<file path="src/rtl/mmvc_pkg.sv">
// shared types, constants and codes for the marginal missing-value counter
// depends on nothing; the controller, datapath and top refer to it by scoped names
`default_nettype none

package mmvc_pkg;

	// sizing constants
	localparam int unsigned MAX_DIMS    = 4;
	localparam int unsigned TABLE_CELLS = 4096;
	localparam int unsigned COUNT_BITS  = 32;

	// fixed field widths
	localparam int unsigned DIM_REGS  = 4;
	localparam int unsigned DIG_W     = 16;
	localparam int unsigned RIDX_W    = 12;
	localparam int unsigned CNT_OUT_W = 32;
	localparam int unsigned CFG_IDX_W = 3;
	localparam int unsigned CFG_DAT_W = 16;

	// derived constants
	localparam int unsigned DIM_LIM = (MAX_DIMS < DIM_REGS) ? MAX_DIMS : DIM_REGS;
	localparam int unsigned ADDR_W  = (TABLE_CELLS > 1) ? $clog2(TABLE_CELLS) : 1;
	localparam int unsigned PROD_W  = $clog2(TABLE_CELLS + 1);

	// item modes
	localparam logic [1:0] MODE_ELEMENT = 2'd0;
	localparam logic [1:0] MODE_READ    = 2'd1;
	localparam logic [1:0] MODE_RESTART = 2'd2;

	// register indexes
	localparam logic [CFG_IDX_W-1:0] REG_INPUT_DIM_COUNT = 3'd0;
	localparam logic [CFG_IDX_W-1:0] REG_DIM0_SIZE       = 3'd1;
	localparam logic [CFG_IDX_W-1:0] REG_DIM1_SIZE       = 3'd2;
	localparam logic [CFG_IDX_W-1:0] REG_DIM2_SIZE       = 3'd3;
	localparam logic [CFG_IDX_W-1:0] REG_DIM3_SIZE       = 3'd4;
	localparam logic [CFG_IDX_W-1:0] REG_KEPT_DIM_COUNT  = 3'd5;
	localparam logic [CFG_IDX_W-1:0] REG_KEPT_DIM_SELECT = 3'd6;

	typedef struct packed {
		logic [1:0]        mode;
		logic              is_missing;
		logic [RIDX_W-1:0] read_index;
	} item_t;

	typedef struct packed {
		logic [CNT_OUT_W-1:0] count_value;
		logic                 index_valid;
	} result_t;

	typedef enum logic [2:0] {
		S_CLEAR,
		S_IDLE,
		S_CALC,
		S_FETCH,
		S_UPDATE
	} state_t;

	// controller to datapath
	typedef struct packed {
		logic load;
		logic step;
		logic advance;
		logic clr_digits;
		logic rd_en;
		logic wr_cnt;
		logic clr_wr;
		logic reply;
	} cmd_t;

	// datapath to controller
	typedef struct packed {
		logic calc_done;
		logic clr_last;
		logic read_item;
	} status_t;

endpackage

`default_nettype wire

</file>
<file path="src/rtl/mmvc_ctrl.sv">
// controller state machine: sequences clearing, index build, table access
// depends on mmvc_pkg
`default_nettype none

module mmvc_ctrl (
	input  wire logic             clk,
	input  wire logic             arst_n,
	input  wire logic             start,
	input  wire logic [1:0]       mode,
	input  wire logic             is_missing,
	input  wire mmvc_pkg::status_t status,
	output mmvc_pkg::cmd_t        cmd,
	output logic                  busy
);

	mmvc_pkg::state_t state_q, state_d;
	logic             accept;

	assign accept = start && (state_q == mmvc_pkg::S_IDLE);
	assign busy   = (state_q != mmvc_pkg::S_IDLE);

	// state register, clearing pass runs straight after reset
	always_ff @(posedge clk or negedge arst_n) begin
		if (!arst_n) begin
			state_q <= mmvc_pkg::S_CLEAR;
		end else begin
			state_q <= state_d;
		end
	end

	// next state
	always_comb begin
		state_d = state_q;
		case (state_q)
			mmvc_pkg::S_CLEAR: begin
				if (status.clr_last) state_d = mmvc_pkg::S_IDLE;
			end
			mmvc_pkg::S_IDLE: begin
				if (accept) begin
					case (mode)
						mmvc_pkg::MODE_ELEMENT: begin
							if (is_missing) state_d = mmvc_pkg::S_CALC;
						end
						mmvc_pkg::MODE_READ:    state_d = mmvc_pkg::S_CALC;
						mmvc_pkg::MODE_RESTART: state_d = mmvc_pkg::S_CLEAR;
						default:                state_d = mmvc_pkg::S_IDLE;
					endcase
				end
			end
			mmvc_pkg::S_CALC: begin
				if (status.calc_done) state_d = mmvc_pkg::S_FETCH;
			end
			mmvc_pkg::S_FETCH:  state_d = mmvc_pkg::S_UPDATE;
			mmvc_pkg::S_UPDATE: state_d = mmvc_pkg::S_IDLE;
			default:            state_d = mmvc_pkg::S_IDLE;
		endcase
	end

	// command outputs
	always_comb begin
		cmd = '0;
		case (state_q)
			mmvc_pkg::S_CLEAR: cmd.clr_wr = 1'b1;
			mmvc_pkg::S_IDLE: begin
				if (accept) begin
					case (mode)
						mmvc_pkg::MODE_ELEMENT: begin
							// a present element only moves the position on
							cmd.load    = is_missing;
							cmd.advance = !is_missing;
						end
						mmvc_pkg::MODE_READ:    cmd.load       = 1'b1;
						mmvc_pkg::MODE_RESTART: cmd.clr_digits = 1'b1;
						default: ;
					endcase
				end
			end
			mmvc_pkg::S_CALC: cmd.step  = !status.calc_done;
			mmvc_pkg::S_FETCH: cmd.rd_en = 1'b1;
			mmvc_pkg::S_UPDATE: begin
				cmd.reply   = status.read_item;
				cmd.wr_cnt  = !status.read_item;
				cmd.advance = !status.read_item;
			end
			default: ;
		endcase
	end

endmodule

`default_nettype wire

</file>
<file path="config.mk">
export PLATFORM = sky130hd
export DESIGN_NAME = mmvc_ctrl
export DESIGN_NICKNAME = d
export VERILOG_FILES = /design/src/rtl/mmvc_pkg.sv /design/src/rtl/mmvc_ctrl.sv
export SDC_FILE = /design/constraint.sdc
export NUM_CORES = 1
export LEC_CHECK = 0
export BUFFER_PORTS_ARGS = -buffer_cell sky130_fd_sc_hd__buf_4
export CORE_AREA = 2 2 39 41
export DETAILED_ROUTE_END_ITERATION = 8
export DIE_AREA = 0 0 41 43
export GPL_TIMING_DRIVEN = 0
export PLACE_DENSITY_LB_ADDON = 0.12
export SLEW_MARGIN = 20
export SYNTH_ARGS = -nofsm -noshare
export SYNTH_HDL_FRONTEND = slang
export SYNTH_SLANG_ARGS = --single-unit
export TNS_END_PERCENT = 30
</file>
<file path="constraint.sdc">
create_clock -name clk -period 2.1 [get_ports clk]
set_clock_uncertainty 0.2 [all_clocks]
set_input_delay 0.315 -clock clk [delete_from_list [all_inputs] [get_ports clk]]
set_output_delay 0.315 -clock clk [all_outputs]
set_load 0.02 [all_outputs]
</file>
==> flow_summary.ini <==
[status]
outcome = finished with violations
violations = setup timing

[layout]
areaGrowthSynthToFinish_pct = 92.6
largest_register = state_q
drive_gt1_frac = 0.556
num-fill-cells = 149
instances_no_fill = 70
layout_common_cells = 21 x buf_4, 4 x nor2_1, 3 x clkbuf_4, 3 x dfrtp_2
top_regs = state_q x3
multiInputGateArea_sq_um = 156
regArea_sq_um = 78.8
layout_commonest_cell = buf_4
largest_reg_flops = 3
finalNetCount = 64
num_antenna_cells = 0

[placement]
port_buffers = 17
numPlacedInstances = 61
place_ws_ns = 0.133
place_congestion = 0.710

[sta]
rsz0062_at_grt = true
setup_tns_ns = -0.0394
drv_slew = 0
post-route-period-util = 1.01
fmax_mhz = 471
setup_ws_ns = -0.0252
whs_ns = 0.202
slew_headroom = 0.896
hold_viol_final = 0
tightest_slew_ns = 0.155
fin_crit_ns = 2.13
setup_viol = 2

[logic_synthesis]
yosysUniqueCellTypes = 18
synth-seq-cells = 3
synthCells = 28
ys.warnings.count = 0
synth_area_sq_um = 235
ys_seq_area_frac = 0.319
postSynthAreaPerCell_sq_um = 8.40
synth_nets = 37

[worst_hold_path]
hp-class = in2reg

[global_route]
grt_pass1_vias = 276
antenna_found_initial = 0
grt_max_degree = 9
grt_pass1_wl_um = 1310
grt_remaining_overflow = 0
track_usage = 0.115

[die]
die_w_um = 41
die-height_um = 43
die_area_sq_um = 1760
rows = 14
start_util = 0.170
core-area_sq_um = 1380
io_pins = 18

[critical_path]
cp_top_family = simple AND/OR/NAND/NOR gates
rr_endpoint = state_q[1]
start_kind = flop
path_depth = 4
worst-path-buf-inv = 1
crit_start = state_q[1]
cpPeakStageDelay_ns = 0.39
path_max_fanout = 3
cp.required_ns = 1.58
r2r-start = state_q[1]
path_cells = or3b_1 -> or2_4 -> nor3b_2 -> buf_4
arrival_ns = 1.61
critical_path_class = reg2out
rr_worst_depth = 4
crit_end = cmd[4]
cp_slowest_cell = dfrtp_2
rrSetupSlack_ns = 0.54
cp-end-kind = output port

[clock_network]
cts_tree = done
ctsLongestPathBuffers = 2
cts_buffers = 3
clkTransAtPathRegs_ns = 0.04
cts_root_buf = clkbuf_4
clock_latency_ns = 0.23
cts_sinks = 3
h-tree-depth = 1

[route]
drtPass1Iterations = 2
drc = 0
routedWlPerCell_um = 11.4
avgViaCountPerCell = 4.29
final_antenna_net_count = 0
wirelength_um = 798
dr.first_iter.drc_count = 4
vias = 300

[power_and_ir_drop]
power_density_nw_per_um2 = 1220
peakVddDrop_v = 0.000327
leakagePower_nw = 0.227

[job]
drv_cap = 0
## final cells by class
type,count,share of cell area
flip-flops and latches,3,0.174
inverters,1,0.00829
multi-input cells,24,0.345
well taps,16,0.0442
repair buffers,22,0.370
clock buffers,4,0.0580
## timing repair
action | CTS | global route
pin swaps | 1 | 0
endpoints found under the setup margin | 3 | 3
gates resized for setup | 3 | 0
hold buffers | 1 | 0
hold endpoints to repair | 3 | 0
setup buffers | 4 | 0
## routing by layer
layer / wire, um / up-vias / track usage
li1: - / 155 / -
met1: 364 / 136 / 0.168
met2: 388 / 9 / 0.147
met3: 45 / 0 / 0.0157
met4: 0 / 0 / 0.0800
met5: 0 / - / 0
## where the power goes
| part | switching, mW | total [mW] | internal (mW) |
|---|---|---|---|
| clock network | 0.0282 | 0.0993 | 0.0711 |
| registers | 0.0145 | 0.0990 | 0.0846 |
| logic | 0.178 | 0.352 | 0.174 |
| total | 0.221 | 0.550 | 0.330 |
## worst reg2reg max path: stages (launching register included)
cell	delay, ns
dfrtp_2	0.39
buf_4	0.16
nand2b_1	0.15
or4_1	0.40
a21oi_1	0.17
## Yosys cell counts
cell	number	area, sq um
nor2_1	4	15.0
dfrtp_1	3	75.1
and3b_1	2	17.5
nand2_1	2	7.51
nand2b_1	2	12.5
nor3_1	2	10.0
or3_1	2	12.5
a21oi_1	1	5.00
a31oi_1	1	6.26
and3_1	1	6.26
inv_1	1	3.75
mux2i_1	1	10.0
nor3_2	1	10.0
nor3b_2	1	12.5
o22ai_1	1	6.26
or2_4	1	8.76
or3b_1	1	8.76
or4_1	1	7.51
## kinds of logic after synthesis
logic type             after synthesis  share of synthesized area
muxes                                1                     0.0426
and+or+nand+nor                     20                      0.548
buffers and inverters                1                     0.0159
DFF                                  3                      0.319
AOI/OAI and AO/OA                    3                     0.0745
## worst min path at each step
stage | from | end | slack, ns | cells after the start
after detailed placement | arst_n | state_q[0] | -0.09 | 1
after floorplan | arst_n | state_q[0] | -0.18 | 0
after CTS | mode[1] | state_q[1] | 0.20 | 3
after global placement | arst_n | state_q[2] | -0.1 | 1
after global routing | mode[1] | state_q[1] | 0.21 | 3
final | mode[1] | state_q[1] | 0.20 | 3
## stage by stage
stage	area [sq um]	power [mW]	util
finish	453	0.550	0.327
global route	453	0.601	0.327
CTS	453	0.553	0.327
detailed placement	383	0.387	0.277
global placement	383	0.383	0.277
floorplan	235	0.276	-
Note: power is estimated with default switching activity, not from simulation.
